==> src/hw/rtl/assert_macros.svh <==
// Assertion macros used by the top-level RTL file of the bond constraint core.
`ifndef ASSERT_MACROS_SVH
`define ASSERT_MACROS_SVH

// Property that must hold on every clock edge outside reset.
`define DBC_ASSERT(label, clk, rst_n, prop, msg) \
  label: assert property (@(posedge clk) disable iff (!rst_n) prop) else $error(msg);

// Condition that must never be true outside reset.
`define DBC_NEVER(label, clk, rst_n, cond, msg) \
  label: assert property (@(posedge clk) disable iff (!rst_n) !(cond)) else $error(msg);

`endif

==> src/hw/rtl/dbc_ram.sv <==
// Generic single-write, dual-read RAM with registered read data.
module dbc_ram #(
  parameter int WIDTH = 32,
  parameter int DEPTH = 64
) (
  input  logic                     clk_i,
  input  logic                     we_i,
  input  logic [$clog2(DEPTH)-1:0] waddr_i,
  input  logic [WIDTH-1:0]         wdata_i,
  input  logic [$clog2(DEPTH)-1:0] raddr_a_i,
  input  logic [$clog2(DEPTH)-1:0] raddr_b_i,
  output logic [WIDTH-1:0]         rdata_a_o,
  output logic [WIDTH-1:0]         rdata_b_o
);

  logic [WIDTH-1:0] mem_q [DEPTH];

  // Write one word, read two
  always_ff @(posedge clk_i) begin
    if (we_i) begin
      mem_q[waddr_i] <= wdata_i;
    end
    rdata_a_o <= mem_q[raddr_a_i];
    rdata_b_o <= mem_q[raddr_b_i];
  end

endmodule

==> config.mk <==
export PLATFORM = sky130hd
export DESIGN_NAME = dbc_ram
export DESIGN_NICKNAME = d
export VERILOG_FILES = /design/src/hw/rtl/assert_macros.svh /design/src/hw/rtl/dbc_ram.sv
export SDC_FILE = /design/constraint.sdc
export NUM_CORES = 2
export LEC_CHECK = 0
export BUFFER_PORTS_ARGS = -buffer_cell sky130_fd_sc_hd__buf_2
export CORE_MARGIN = 5
export CORE_UTILIZATION = 65
export CTS_BUF_LIST = sky130_fd_sc_hd__clkbuf_4
export CTS_CLUSTER_DIAMETER = 30
export DETAILED_ROUTE_END_ITERATION = 12
export PLACE_DENSITY = 0.82
export SLEW_MARGIN = 10
export SYNTH_ARGS = -nofsm -noshare
export SYNTH_HDL_FRONTEND = slang
export SYNTH_SLANG_ARGS = --single-unit
==> constraint.sdc <==
create_clock -name clk_i -period 5.1 [get_ports clk_i]
set_input_delay 0.255 -clock clk_i [delete_from_list [all_inputs] [get_ports clk_i]]
set_output_delay 0.255 -clock clk_i [all_outputs]
set_load 0.1 [all_outputs]
==> results.cfg <==
[synth]
synth_top_family_by_area = multiplexers
synth-simple-area-share = 0.0113
seq_area_frac_synth = 0.656
synth_xor_area_frac = 0
synth_edf_count = 2048
netlist_area_um2 = 95700
avgSynthCellArea_um2 = 21.7
synth_top_cell_by_area = edfxtp_1
async_flop_share = 0
synth_top_area_share = 0.643
ys_seq_elements = 2112
syn_nets = 4464
synth_compound_area_frac = 0.0239
synthTopCellsByArea = edfxtp_1, mux4_2, mux2i_1
yosys.area_share.adder = 0
synth_cell_type_count = 38
yosysWarnings = 0
synth_top_flop_cell = edfxtp_1
synth.mux.area_fraction = 0.290
synth_cells = 4412

[min_path]
hold_path.class = in2reg
whs_path_depth = 3

[worst_setup_path]
cp.arrival_ps = 4700
worstSetupEndpointType = register
worstReg2RegEnd = rdata_a_o[14]
path_class = in2reg
reg2reg_slack_ps = 1790
crit_fanout = 82
rr_worst_depth = 8
startpoint = raddr_a_i[2]
start_kind = input port
cp.required_ps = 6340
r2r-start = mem_q[55][14]
crit_end = rdata_a_o[14]

[timing]
max_freq_mhz = 290
hold_slack_ps = 148
final.period_utilization = 0.677
fin_tns_setup_ps = 0
rsz0062_at_grt = no
fin_worst_skew_ps = 56.2
setup_viol = 0
post-route-min-period_ps = 3450
tightest_slew_ps = 1350
slew_viol_final = 0
maxSlewHeadroom = 0.100
hold_viol_final = 0

[drt]
drt_first_pass_iters = 7
drc = 0
vias = 56100
ant_nets = 0
drt_iter0_drc = 8872
viasPerCell = 7.67
wirelength_mm = 285
wl_per_cell_um = 38.9

[die]
ioPinCount = 116
die_h_um = 394
start_util = 0.656
rows = 140
dieWidth_um = 394
die-area_um2 = 155000
core_um2 = 146000

[finish]
nNetsFinal = 5041
area_delta_synth_final_pct = 11.9
fillerInstances = 8038
layout-drive-gt1-share = 0.443
stdcell_area_um2 = 107000

[run]
drv_cap = 0

[global_route]
grt_max_degree = 112
globalRouteOverflowTotal = 0
grt_pass1_wl_mm = 404
antenna_found_initial = 27
grt_pass1_vias = 57700
grt_use_total = 0.370

[placed_design]
place_congestion = 0.878
hpwl_mm = 169
io_buffers = 115
placed_area_um2 = 99300

[clocking]
clk_pin_slew_worst_paths_ps = 70
postCtsSetupBuffers = 0
clock-sinks = 2112
cts_made_buffers = 561
clk_latency_ps = 1350
cts_root_buf = clkbuf_4
cts_max_path_buffers = 4
htreeDepth = 6
cts_tree = built
cts-resized-gates = 0
postCtsHoldBufs = 61

[run_status]
status = finished clean

[power_and_ir_drop]
cellPowerDensity_nw_per_um2 = 356
total_power_mw = 38.1
power.leakage_nw = 34.6
ir_drop_v = 0.000273
## sequential cells by signal, summed over array words and instances (netlist names)
signal and cells:
mem_q 2048, rdata_b_o 32, rdata_a_o 32
## area by class of cell
cell class | instances | area, um2 | share of cell area
sequential | 2112 | 62800 | 0.587
multi-input combinational | 1952 | 31600 | 0.296
clock buffer | 771 | 5790 | 0.0541
timing repair buffer | 361 | 3060 | 0.0286
tap | 1917 | 2400 | 0.0224
clock inverter | 184 | 1320 | 0.0123
antenna | 19 | 47.5 | 0.000444
inverter | 1 | 3.75 | 0.0000351
## where the power goes
group          total, mW  switching, mW  internal (mW)
clock network       15.1           6.96           8.13
registers           19.4          0.139           19.2
logic               3.64           2.35           1.30
## synthesized netlist by cell type (55+ instances only)
master	number
a21oi_1	58
a22oi_1	85
buf_2	121
buf_4	55
clkbuf_1	135
dfxtp_1	64
edfxtp_1	2048
mux2i_1	204
mux4_2	1124
nand2_1	93
nor2_1	94
o22ai_1	56
## cell usage in the layout (no fill, tap or decap), drive strengths merged, types with 3 or more instances in the layout
master and count:
clkinv 146, o22ai 56, o32a 9, diode 19, a21oi 58, nor2b 19, o21ai 49, edfxtp 2048
mux2 36, a211oi 15, o211ai 27, dfxtp 64, bufinv 22, a22oi 85, o221ai 16, a221oi 13
and2 6, nand3 9, nand2b 8, a32oi 9, mux4 1124, or2 3, dlygate4sd3 61, clkbuf 771
nor3 3, nand2 93, mux2i 204, inv 17, nand3b 6, nor2 94, buf 300
## logic make-up after synthesis
logic type             Yosys count
AOI/OAI and AO/OA              340
buffers and inverters          348
DFF                           2112
muxes                         1364
and+or+nand+nor                248
## worst max-delay path, cell delays in order
cell,delay (ps)
dlygate4sd3_1,560
buf_8,480
buf_12,510
mux4_2,400
mux2i_1,150
mux2i_1,120
dlygate4sd3_1,630
nor2_1,120
dlygate4sd3_1,570
o22ai_1,80
dlygate4sd3_1,600
## layer usage
layer / global-route usage / vias up / wire (um)
li1: - / 21100 / -
met1: 0.486 / 28600 / 88400
met2: 0.546 / 5467 / 130000
met3: 0.156 / 1004 / 50300
met4: 0.176 / 26 / 16000
met5: 0 / - / 159
## metrics by stage
step / worst slack [ps] / util / instances
2_1_floorplan: 1650 / - / 4412
3_3_place_gp: 1700 / 0.680 / 6282
3_5_place_dp: 1660 / 0.680 / 6282
4_1_cts: 1910 / 0.733 / 7298
5_1_grt: 1620 / 0.733 / 7308
6_report: 1650 / 0.734 / 7317
## how the worst min path moves through the flow
stage	from	endpoint	slack [ps]
CTS	waddr_i[5]	mem_q[37][18]	30
global placement	rdata_b_o[3]	rdata_b_o[3]	810
detailed placement	rdata_a_o[3]	rdata_a_o[3]	810
floorplan	wdata_i[0]	mem_q[0][0]	350
global route	waddr_i[5]	mem_q[37][18]	80
finish	waddr_i[5]	mem_q[37][18]	150
(Power assumes the default switching activity.)
