==> config.mk <==
export PLATFORM = sky130hd
export DESIGN_NAME = dbc_alu
export DESIGN_NICKNAME = d
export VERILOG_FILES = /design/src/hw/rtl/assert_macros.svh /design/src/hw/rtl/dbc_pkg.sv /design/src/hw/rtl/dbc_alu.sv
export SDC_FILE = /design/constraint.sdc
export NUM_CORES = 2
export LEC_CHECK = 0
export BUFFER_PORTS_ARGS = -buffer_cell sky130_fd_sc_hd__buf_2
export CAP_MARGIN = 10
export CORE_ASPECT_RATIO = 2
export CORE_UTILIZATION = 50
export CTS_BUF_LIST = sky130_fd_sc_hd__clkbuf_4
export CTS_CLUSTER_SIZE = 20
export DETAILED_ROUTE_END_ITERATION = 10
export PLACE_DENSITY_LB_ADDON = 0.15
export SYNTH_ARGS = -nofsm -noshare
export SYNTH_HDL_FRONTEND = slang
export SYNTH_SLANG_ARGS = --single-unit
export TNS_END_PERCENT = 50
==> constraint.sdc <==
create_clock -name clk_i -period 14.5 [get_ports clk_i]
set_clock_uncertainty 0.15 [all_clocks]
set_input_delay 2.9 -clock clk_i [delete_from_list [all_inputs] [get_ports clk_i]]
set_output_delay 2.9 -clock clk_i [all_outputs]
set_load 0.1 [all_outputs]
==> src/hw/rtl/assert_macros.svh <==
// Assertion macros used by the top-level RTL file of the bond constraint core.
`ifndef ASSERT_MACROS_SVH
`define ASSERT_MACROS_SVH

// Property that must hold on every clock edge outside reset.
`define DBC_ASSERT(label, clk, rst_n, prop, msg) \
  label: assert property (@(posedge clk) disable iff (!rst_n) prop) else $error(msg);

// Condition that must never be true outside reset.
`define DBC_NEVER(label, clk, rst_n, cond, msg) \
  label: assert property (@(posedge clk) disable iff (!rst_n) !(cond)) else $error(msg);

`endif

==> src/hw/rtl/dbc_pkg.sv <==
// Types, scratch slot map and microcode tables of the bond constraint core.
package dbc_pkg;

  // Scratch memory geometry
  localparam int SLOT_DEPTH  = 64;
  localparam int UCODE_DEPTH = 128;
  typedef logic [5:0] slot_t;
  typedef logic [6:0] pc_t;

  // Configuration register indexes
  typedef logic [1:0] cfg_idx_t;
  localparam cfg_idx_t REG_TIME_STEP      = 2'd0;
  localparam cfg_idx_t REG_BOND_LENGTH_SQ = 2'd1;
  localparam cfg_idx_t REG_PAIR_MASS      = 2'd2;

  // Micro-operation codes (also the operation codes of the arithmetic unit)
  typedef enum logic [2:0] {
    UOP_ADD,
    UOP_SUB,
    UOP_MUL,
    UOP_DIV,
    UOP_TSTZ,
    UOP_END
  } uop_e;

  typedef struct packed {
    uop_e  op;
    slot_t a;
    slot_t b;
    slot_t d;
    logic  cond;   // skipped once the pair is flagged degenerate
  } uop_t;

  typedef struct packed {
    logic start;
    uop_e op;
  } alu_req_t;

  typedef enum logic [2:0] {
    SQ_IDLE,
    SQ_LOAD,
    SQ_FETCH,
    SQ_EXEC,
    SQ_WAIT,
    SQ_RD,
    SQ_CAP,
    SQ_SEND
  } seq_state_e;

  // Scratch slot map: per atom position, velocity, force, mass
  localparam int ATOM_STRIDE = 10;
  localparam int SL_P0   = 0;
  localparam int SL_V0   = 3;
  localparam int SL_F0   = 6;
  localparam int SL_M0   = 9;
  localparam int SL_P1   = 10;
  localparam int SL_V1   = 13;
  localparam int SL_F1   = 16;
  localparam int SL_M1   = 19;
  localparam int SL_DT   = 20;
  localparam int SL_BL   = 21;
  localparam int SL_PM   = 22;
  localparam int SL_HALF = 23;
  localparam int SL_KQ   = 24;
  localparam int SL_DT2  = 25;
  localparam int SL_C    = 26;
  localparam int SL_T0   = 27;
  localparam int SL_T1   = 28;
  localparam int SL_D1   = 29;
  localparam int SL_D2   = 32;
  localparam int SL_R12  = 35;
  localparam int SL_R22  = 36;
  localparam int SL_DEN  = 37;
  localparam int SL_LAM  = 38;
  localparam int SL_G    = 39;
  localparam int LOAD_LAST = SL_KQ;
  localparam int OUT_LAST  = 8;

  function automatic uop_t mk(uop_e op, int a, int b, int d, logic cond);
    uop_t u;
    u.op   = op;
    u.a    = slot_t'(a);
    u.b    = slot_t'(b);
    u.d    = slot_t'(d);
    u.cond = cond;
    return u;
  endfunction

  // Drift of both atoms followed by the bond-length correction
  function automatic uop_t ucode_drift(pc_t pc);
    uop_t t [UCODE_DEPTH];
    int   n;
    for (int i = 0; i < UCODE_DEPTH; i++) t[i] = mk(UOP_END, 0, 0, 0, 1'b0);
    n = 0;
    t[n] = mk(UOP_MUL, SL_DT, SL_DT, SL_DT2, 1'b0);    n = n + 1;
    t[n] = mk(UOP_MUL, SL_DT2, SL_HALF, SL_T0, 1'b0);  n = n + 1;
    t[n] = mk(UOP_MUL, SL_T0, SL_KQ, SL_C, 1'b0);      n = n + 1;
    for (int k = 0; k < 3; k++) begin
      t[n] = mk(UOP_SUB, SL_P1 + k, SL_P0 + k, SL_D1 + k, 1'b0); n = n + 1;
    end
    for (int a = 0; a < 2; a++) begin
      for (int k = 0; k < 3; k++) begin
        t[n] = mk(UOP_MUL, a*ATOM_STRIDE + SL_V0 + k, SL_DT, SL_T0, 1'b0); n = n + 1;
        t[n] = mk(UOP_ADD, a*ATOM_STRIDE + k, SL_T0, a*ATOM_STRIDE + k, 1'b0); n = n + 1;
        t[n] = mk(UOP_DIV, a*ATOM_STRIDE + SL_F0 + k, a*ATOM_STRIDE + SL_M0, SL_T1, 1'b0);
        n = n + 1;
        t[n] = mk(UOP_MUL, SL_T1, SL_C, SL_T1, 1'b0); n = n + 1;
        t[n] = mk(UOP_ADD, a*ATOM_STRIDE + k, SL_T1, a*ATOM_STRIDE + k, 1'b0); n = n + 1;
      end
    end
    for (int k = 0; k < 3; k++) begin
      t[n] = mk(UOP_SUB, SL_P1 + k, SL_P0 + k, SL_D2 + k, 1'b0); n = n + 1;
    end
    t[n] = mk(UOP_MUL, SL_D1, SL_D2, SL_R12, 1'b0); n = n + 1;
    for (int k = 1; k < 3; k++) begin
      t[n] = mk(UOP_MUL, SL_D1 + k, SL_D2 + k, SL_T0, 1'b0); n = n + 1;
      t[n] = mk(UOP_ADD, SL_R12, SL_T0, SL_R12, 1'b0);       n = n + 1;
    end
    t[n] = mk(UOP_MUL, SL_D2, SL_D2, SL_R22, 1'b0); n = n + 1;
    for (int k = 1; k < 3; k++) begin
      t[n] = mk(UOP_MUL, SL_D2 + k, SL_D2 + k, SL_T0, 1'b0); n = n + 1;
      t[n] = mk(UOP_ADD, SL_R22, SL_T0, SL_R22, 1'b0);       n = n + 1;
    end
    t[n] = mk(UOP_ADD, SL_DT2, SL_DT2, SL_T0, 1'b0);  n = n + 1;
    t[n] = mk(UOP_MUL, SL_T0, SL_R12, SL_DEN, 1'b0);  n = n + 1;
    t[n] = mk(UOP_TSTZ, SL_DEN, SL_DEN, SL_DEN, 1'b0); n = n + 1;
    t[n] = mk(UOP_SUB, SL_R22, SL_BL, SL_T0, 1'b1);   n = n + 1;
    t[n] = mk(UOP_MUL, SL_PM, SL_T0, SL_T0, 1'b1);    n = n + 1;
    t[n] = mk(UOP_DIV, SL_T0, SL_DEN, SL_T0, 1'b1);   n = n + 1;
    t[n] = mk(UOP_DIV, SL_T0, SL_KQ, SL_LAM, 1'b1);   n = n + 1;
    for (int k = 0; k < 3; k++) begin
      t[n] = mk(UOP_MUL, SL_LAM, SL_D2 + k, SL_G, 1'b1);        n = n + 1;
      t[n] = mk(UOP_ADD, SL_F0 + k, SL_G, SL_F0 + k, 1'b1);     n = n + 1;
      t[n] = mk(UOP_SUB, SL_F1 + k, SL_G, SL_F1 + k, 1'b1);     n = n + 1;
      t[n] = mk(UOP_DIV, SL_G, SL_M0, SL_T0, 1'b1);             n = n + 1;
      t[n] = mk(UOP_MUL, SL_T0, SL_C, SL_T0, 1'b1);             n = n + 1;
      t[n] = mk(UOP_ADD, SL_P0 + k, SL_T0, SL_P0 + k, 1'b1);    n = n + 1;
      t[n] = mk(UOP_DIV, SL_G, SL_M1, SL_T0, 1'b1);             n = n + 1;
      t[n] = mk(UOP_MUL, SL_T0, SL_C, SL_T0, 1'b1);             n = n + 1;
      t[n] = mk(UOP_SUB, SL_P1 + k, SL_T0, SL_P1 + k, 1'b1);    n = n + 1;
    end
    return t[pc];
  endfunction

  // Velocity correction along the bond
  function automatic uop_t ucode_rattle(pc_t pc);
    uop_t t [UCODE_DEPTH];
    int   n;
    for (int i = 0; i < UCODE_DEPTH; i++) t[i] = mk(UOP_END, 0, 0, 0, 1'b0);
    n = 0;
    for (int k = 0; k < 3; k++) begin
      t[n] = mk(UOP_SUB, SL_V1 + k, SL_V0 + k, SL_D1 + k, 1'b0); n = n + 1;
      t[n] = mk(UOP_SUB, SL_P1 + k, SL_P0 + k, SL_D2 + k, 1'b0); n = n + 1;
    end
    t[n] = mk(UOP_MUL, SL_D1, SL_D2, SL_R12, 1'b0); n = n + 1;
    for (int k = 1; k < 3; k++) begin
      t[n] = mk(UOP_MUL, SL_D1 + k, SL_D2 + k, SL_T0, 1'b0); n = n + 1;
      t[n] = mk(UOP_ADD, SL_R12, SL_T0, SL_R12, 1'b0);       n = n + 1;
    end
    t[n] = mk(UOP_TSTZ, SL_R12, SL_R12, SL_R12, 1'b0); n = n + 1;
    t[n] = mk(UOP_TSTZ, SL_BL, SL_BL, SL_BL, 1'b0);    n = n + 1;
    t[n] = mk(UOP_MUL, SL_HALF, SL_R12, SL_T0, 1'b1);  n = n + 1;
    t[n] = mk(UOP_DIV, SL_T0, SL_BL, SL_LAM, 1'b1);    n = n + 1;
    for (int k = 0; k < 3; k++) begin
      t[n] = mk(UOP_MUL, SL_LAM, SL_D2 + k, SL_G, 1'b1);     n = n + 1;
      t[n] = mk(UOP_ADD, SL_V0 + k, SL_G, SL_V0 + k, 1'b1);  n = n + 1;
      t[n] = mk(UOP_SUB, SL_V1 + k, SL_G, SL_V1 + k, 1'b1);  n = n + 1;
    end
    return t[pc];
  endfunction

endpackage

==> src/hw/rtl/dbc_alu.sv <==
// Shared saturating fixed-point unit: add, subtract, multiply, divide.
module dbc_alu
  import dbc_pkg::*;
#(
  parameter int VALUE_WIDTH = 32,
  parameter int FRAC_BITS   = 20
) (
  input  logic                          clk_i,
  input  logic                          rst_ni,
  input  alu_req_t                      req_i,
  input  logic signed [VALUE_WIDTH-1:0] a_i,
  input  logic signed [VALUE_WIDTH-1:0] b_i,
  output logic                          done_o,
  output logic signed [VALUE_WIDTH-1:0] res_o
);

  localparam int W   = VALUE_WIDTH;
  localparam int F   = FRAC_BITS;
  localparam int NW  = W + F;
  localparam int NCH = (W + 15) / 16;
  localparam int PW  = NCH * 16;
  localparam int MW  = (2 * W > NW) ? 2 * W : NW;
  localparam int CW  = $clog2(NW + 1);

  logic          busy_q, done_q;
  logic [CW-1:0] cnt_q;
  uop_e          op_q;
  logic          neg_q;
  logic [2*W-1:0] acc_q;
  logic [W-1:0]   ma_q;
  logic [PW-1:0]  mb_q;
  logic [NW-1:0]  num_q, quo_q;
  logic [W-1:0]   rem_q;
  logic [W-1:0]   res_q;

  logic [W-1:0]   ua, ub;
  logic [W:0]     sum;
  logic [W-1:0]   addsub;
  logic [W+15:0]  pp;
  logic [W:0]     r2;
  logic           ge;

  function automatic logic [W-1:0] sat_mag(logic neg, logic [MW-1:0] m);
    logic [MW-1:0] lim;
    logic [W-1:0]  r;
    lim = neg ? (MW'(1) << (W - 1)) : ((MW'(1) << (W - 1)) - MW'(1));
    r   = (m > lim) ? lim[W-1:0] : m[W-1:0];
    return neg ? (~r + W'(1)) : r;
  endfunction

  // Operand magnitudes and the saturated add or subtract
  always_comb begin
    ua  = a_i[W-1] ? (~a_i + W'(1)) : a_i;
    ub  = b_i[W-1] ? (~b_i + W'(1)) : b_i;
    sum = (req_i.op == UOP_SUB) ? ({a_i[W-1], a_i} - {b_i[W-1], b_i})
                                : ({a_i[W-1], a_i} + {b_i[W-1], b_i});
    if (sum[W] != sum[W-1]) begin
      addsub = sum[W] ? {1'b1, {(W-1){1'b0}}} : {1'b0, {(W-1){1'b1}}};
    end else begin
      addsub = sum[W-1:0];
    end
    pp = ma_q * mb_q[PW-1 -: 16];
    r2 = {rem_q, num_q[NW-1]};
    ge = (r2 >= {1'b0, ma_q});
  end

  // Sequence multiply chunks and divide bits
  always_ff @(posedge clk_i or negedge rst_ni) begin
    if (!rst_ni) begin
      busy_q <= 1'b0;
      done_q <= 1'b0;
      cnt_q  <= '0;
      op_q   <= UOP_ADD;
    end else begin
      done_q <= 1'b0;
      if (req_i.start) begin
        op_q <= req_i.op;
        case (req_i.op)
          UOP_MUL: begin
            busy_q <= 1'b1;
            cnt_q  <= CW'(NCH);
          end
          UOP_DIV: begin
            if (ub == '0) begin
              done_q <= 1'b1;
            end else begin
              busy_q <= 1'b1;
              cnt_q  <= CW'(NW);
            end
          end
          default: begin
            done_q <= 1'b1;
          end
        endcase
      end else if (busy_q) begin
        if (cnt_q == '0) begin
          busy_q <= 1'b0;
          done_q <= 1'b1;
        end else begin
          cnt_q <= cnt_q - CW'(1);
        end
      end
    end
  end

  // Datapath registers
  always_ff @(posedge clk_i) begin
    if (req_i.start) begin
      neg_q <= a_i[W-1] ^ b_i[W-1];
      case (req_i.op)
        UOP_MUL: begin
          acc_q <= '0;
          ma_q  <= ua;
          mb_q  <= PW'(ub);
        end
        UOP_DIV: begin
          ma_q  <= ub;
          rem_q <= '0;
          num_q <= NW'({ua, {F{1'b0}}});
          res_q <= '0;
        end
        default: begin
          res_q <= addsub;
        end
      endcase
    end else if (busy_q) begin
      if (cnt_q == '0) begin
        if (op_q == UOP_MUL) begin
          res_q <= sat_mag(neg_q, MW'(acc_q >> F));
        end else begin
          res_q <= sat_mag(neg_q, MW'(quo_q));
        end
      end else if (op_q == UOP_MUL) begin
        acc_q <= (acc_q << 16) + (2*W)'(pp);
        mb_q  <= mb_q << 16;
      end else begin
        rem_q <= ge ? W'(r2 - {1'b0, ma_q}) : r2[W-1:0];
        quo_q <= {quo_q[NW-2:0], ge};
        num_q <= num_q << 1;
      end
    end
  end

  assign done_o = done_q;
  assign res_o  = res_q;

endmodule

==> results.txt <==
vias per cell: 5.94
Worst setup EP type: register
DRC viols: 0
initial antenna violation count: 6
Worst R2R Path Depth: 20
slowest stage delay, CP: 990 ps
vias in the first global route: 33400
Top FF cell, synth: edfxtp_1
Die X: 198 um
post-layout net count: 5088
Hold Crit Class: register to register
clk root buf: clkbuf_4
layout cells sized above 1: 7.55%
Hold Startpoint: quo_q[37]
IO Count: 103
DRT iter0 DRCs: 1954
Hold Path Sink: quo_q[38]
max_cap viols: 0
Post-CTS Resized: 0
Avg Inst Size Synth: 8.98 um2
Seq cells post-synth: 288
post-synthesis sequential area ratio: 22.4%
Mapped Cells: 4277
Post-Synthesis Cell Area: 0.0384 mm2
CTS Sinks: 288
gpl congestion: 1.00
reg-to-reg slack, setup: 6190 ps
async set or reset register ratio after synthesis: 3.82%
post-route ant nets: 0
Post-CTS Setup Bufs: 0
final hold vios: 0
largest net degree at the start of global routing: 81
FF-to-FF End: acc_q[59]
number of core rows: 143
Fmax: 120 MHz
number of synthesized flops with an enable pin: 277
Rel. slew slack: 26.4%
Mapped Nets: 5070
fillcell total: 7243
initial core utilization: 50.5%
TNS Setup: 0 ps
CP dominant cell by count: fa_1
CTS clk-pin slew, worst paths: 80 ps
htree depth: 3
WL final: 129 mm
CTS tree: done
CP Data Required Time: 14970 ps
critical-path cell list: and2_1, fa_1, fa_1, fa_1, fa_1, fa_1, inv_1, fa_1, inv_1, ha_1, and3_1, nand4_1, or4_1, o32a_1, a21oi_1, o21ai_0, and4_1, o31a_1, nor3_1, mux2_2
Worst-Skew Late Latency: 920 ps
die height: 394 um
GRT Util Overall: 34.0%
cts bufs inserted: 70
Slowest-stage cell, CP: edfxtp_1
Hold Path Depth: 0
Final Setup Violations: 0
status: complete, no violations
cts-stage hold buffer count: 0
most frequent cells in the layout: inv_1, nand2_1, fa_1
DP Wirelength: 99.5 mm
Core ar.: 0.0760 mm2
crit path time final: 8310 ps
Pins Over Slew Limit: 0
Yosys cell types: 92
DRT Pass-1 Iters: 8
multi-input logic area: 0.0266 mm2
Vias: 31900
synth-to-layout area growth: 6.01%
Ys Warns: 0
number of port buffers: 102
Period Utilization, post-route: 57.3%
Reg area: 0.00859 mm2
first-pass GRT wire length: 195 mm
CP arrival: 8790 ps
CP startpoint kind: register
most common cell after layout, fill and taps aside: inv_1
critical path peak fanout: 17
Die ar.: 0.0780 mm2
Wirelength per Cell: 24.1 um
RSZ-0062 raised after global routing: no
Worst R2R Start: ma_q[3]
crit path kind: register to register
GRT overflow: 0
maximum buffer depth of the clock tree: 3
pin slew with the least headroom to its limit: 1100 ps
==> kinds of logic after synthesis <==
kind of cell | synth area share, %
AOI/OAI and AO/OA | 13.6
buffers and inverters | 8.51
and+or+nand+nor | 17.4
muxes | 1.34
DFF | 22.4
xor gates and xnor gates | 4.43
adders and majority gates | 32.4
==> synth_stat cells (all sizes together), types with 13 or more instances <==
library cell | count | area share (%)
inv | 656 | 6.4
xnor2 | 84 | 1.9
and3 | 40 | 0.65
nand4 | 32 | 0.52
nor4 | 33 | 0.62
a211oi | 22 | 0.43
and2 | 231 | 3.8
o221ai | 17 | 0.40
a31oi | 31 | 0.52
or2 | 17 | 0.28
nor3 | 102 | 1.4
a211o | 13 | 0.30
clkbuf | 186 | 1.8
o211ai | 31 | 0.62
o21bai | 14 | 0.27
nor2b | 29 | 0.47
edfxtp | 277 | 22
or4 | 19 | 0.39
buf | 20 | 0.28
ha | 271 | 8.8
o41ai | 15 | 0.36
mux2i | 39 | 1.0
a21o | 91 | 1.8
o31ai | 35 | 0.71
a21oi | 252 | 3.3
xor2 | 110 | 2.5
nand2b | 23 | 0.37
or3 | 39 | 0.65
o22ai | 18 | 0.29
nand3 | 43 | 0.56
fa | 452 | 24
o21a | 26 | 0.51
nand2 | 482 | 4.7
nor2 | 246 | 2.4
o21ai | 139 | 1.8
==> worst max-delay path: cells and delay by family (launching register included) <==
kind | cells | cell delay, ps
AO/OA/AOI/OAI | 4 | 1220
adder cells (fa/ha/maj) | 7 | 3610
buffers and inverters | 2 | 150
flip-flops | 1 | 990
multiplexers | 1 | 370
AND/OR/NAND/NOR | 6 | 1550
==> state kept, by name (all words and copies together), names as in the netlist <==
signal	cells
acc_q	64
quo_q	52
ma_q	32
mb_q	32
num_q	32
rem_q	32
res_o	32
cnt_q	6
op_q	3
busy_q	1
done_o	1
neg_q	1
==> metal layers <==
layer	wire length, um	vias up	track usage [%]
met5	0	-	0
met4	13900	0	32.0
met3	5750	532	4.64
met2	67800	1142	60.9
met1	41800	15800	33.1
li1	-	14300	-
==> metrics by stage <==
step                std cells  cell area, um2  hold slack, ps  utilization, %  setup slack [ps]
finish                   5364           40700             285            53.5              6190
global route             5364           40700             292            53.5              5810
CTS                      5358           40700             290            53.5              6140
detailed placement       5237           39800             284            52.3              5410
global placement         5237           39800             272            52.3              5450
floorplan                4277           38400             267               -              6190
==> area by class of cell <==
class | count | share of cell area (%)
Multi-Input combinational cell | 3127 | 65.3
Antenna cell | 5 | 0.0307
Inverter | 656 | 6.05
Timing Repair Buffer | 152 | 2.19
Sequential cell | 288 | 21.1
Clock inverter | 24 | 0.455
Tap cell | 1015 | 3.12
Clock buffer | 97 | 1.79
==> how the worst max path moves through the flow <==
stage,startpoint,to,slack [ps],cells after the start
2_1_floorplan,req_i[3],acc_q[0],6190,5
3_3_place_gp,b_i[2],res_o[25],5450,17
3_5_place_dp,b_i[2],res_o[11],5410,17
4_1_cts,ma_q[7],acc_q[54],6140,21
5_1_grt,ma_q[3],acc_q[59],5810,20
6_report,ma_q[3],acc_q[59],6190,20
Power is not shown: default switching activity piles up to over one toggle a cycle in this logic, so the estimate is an artifact.
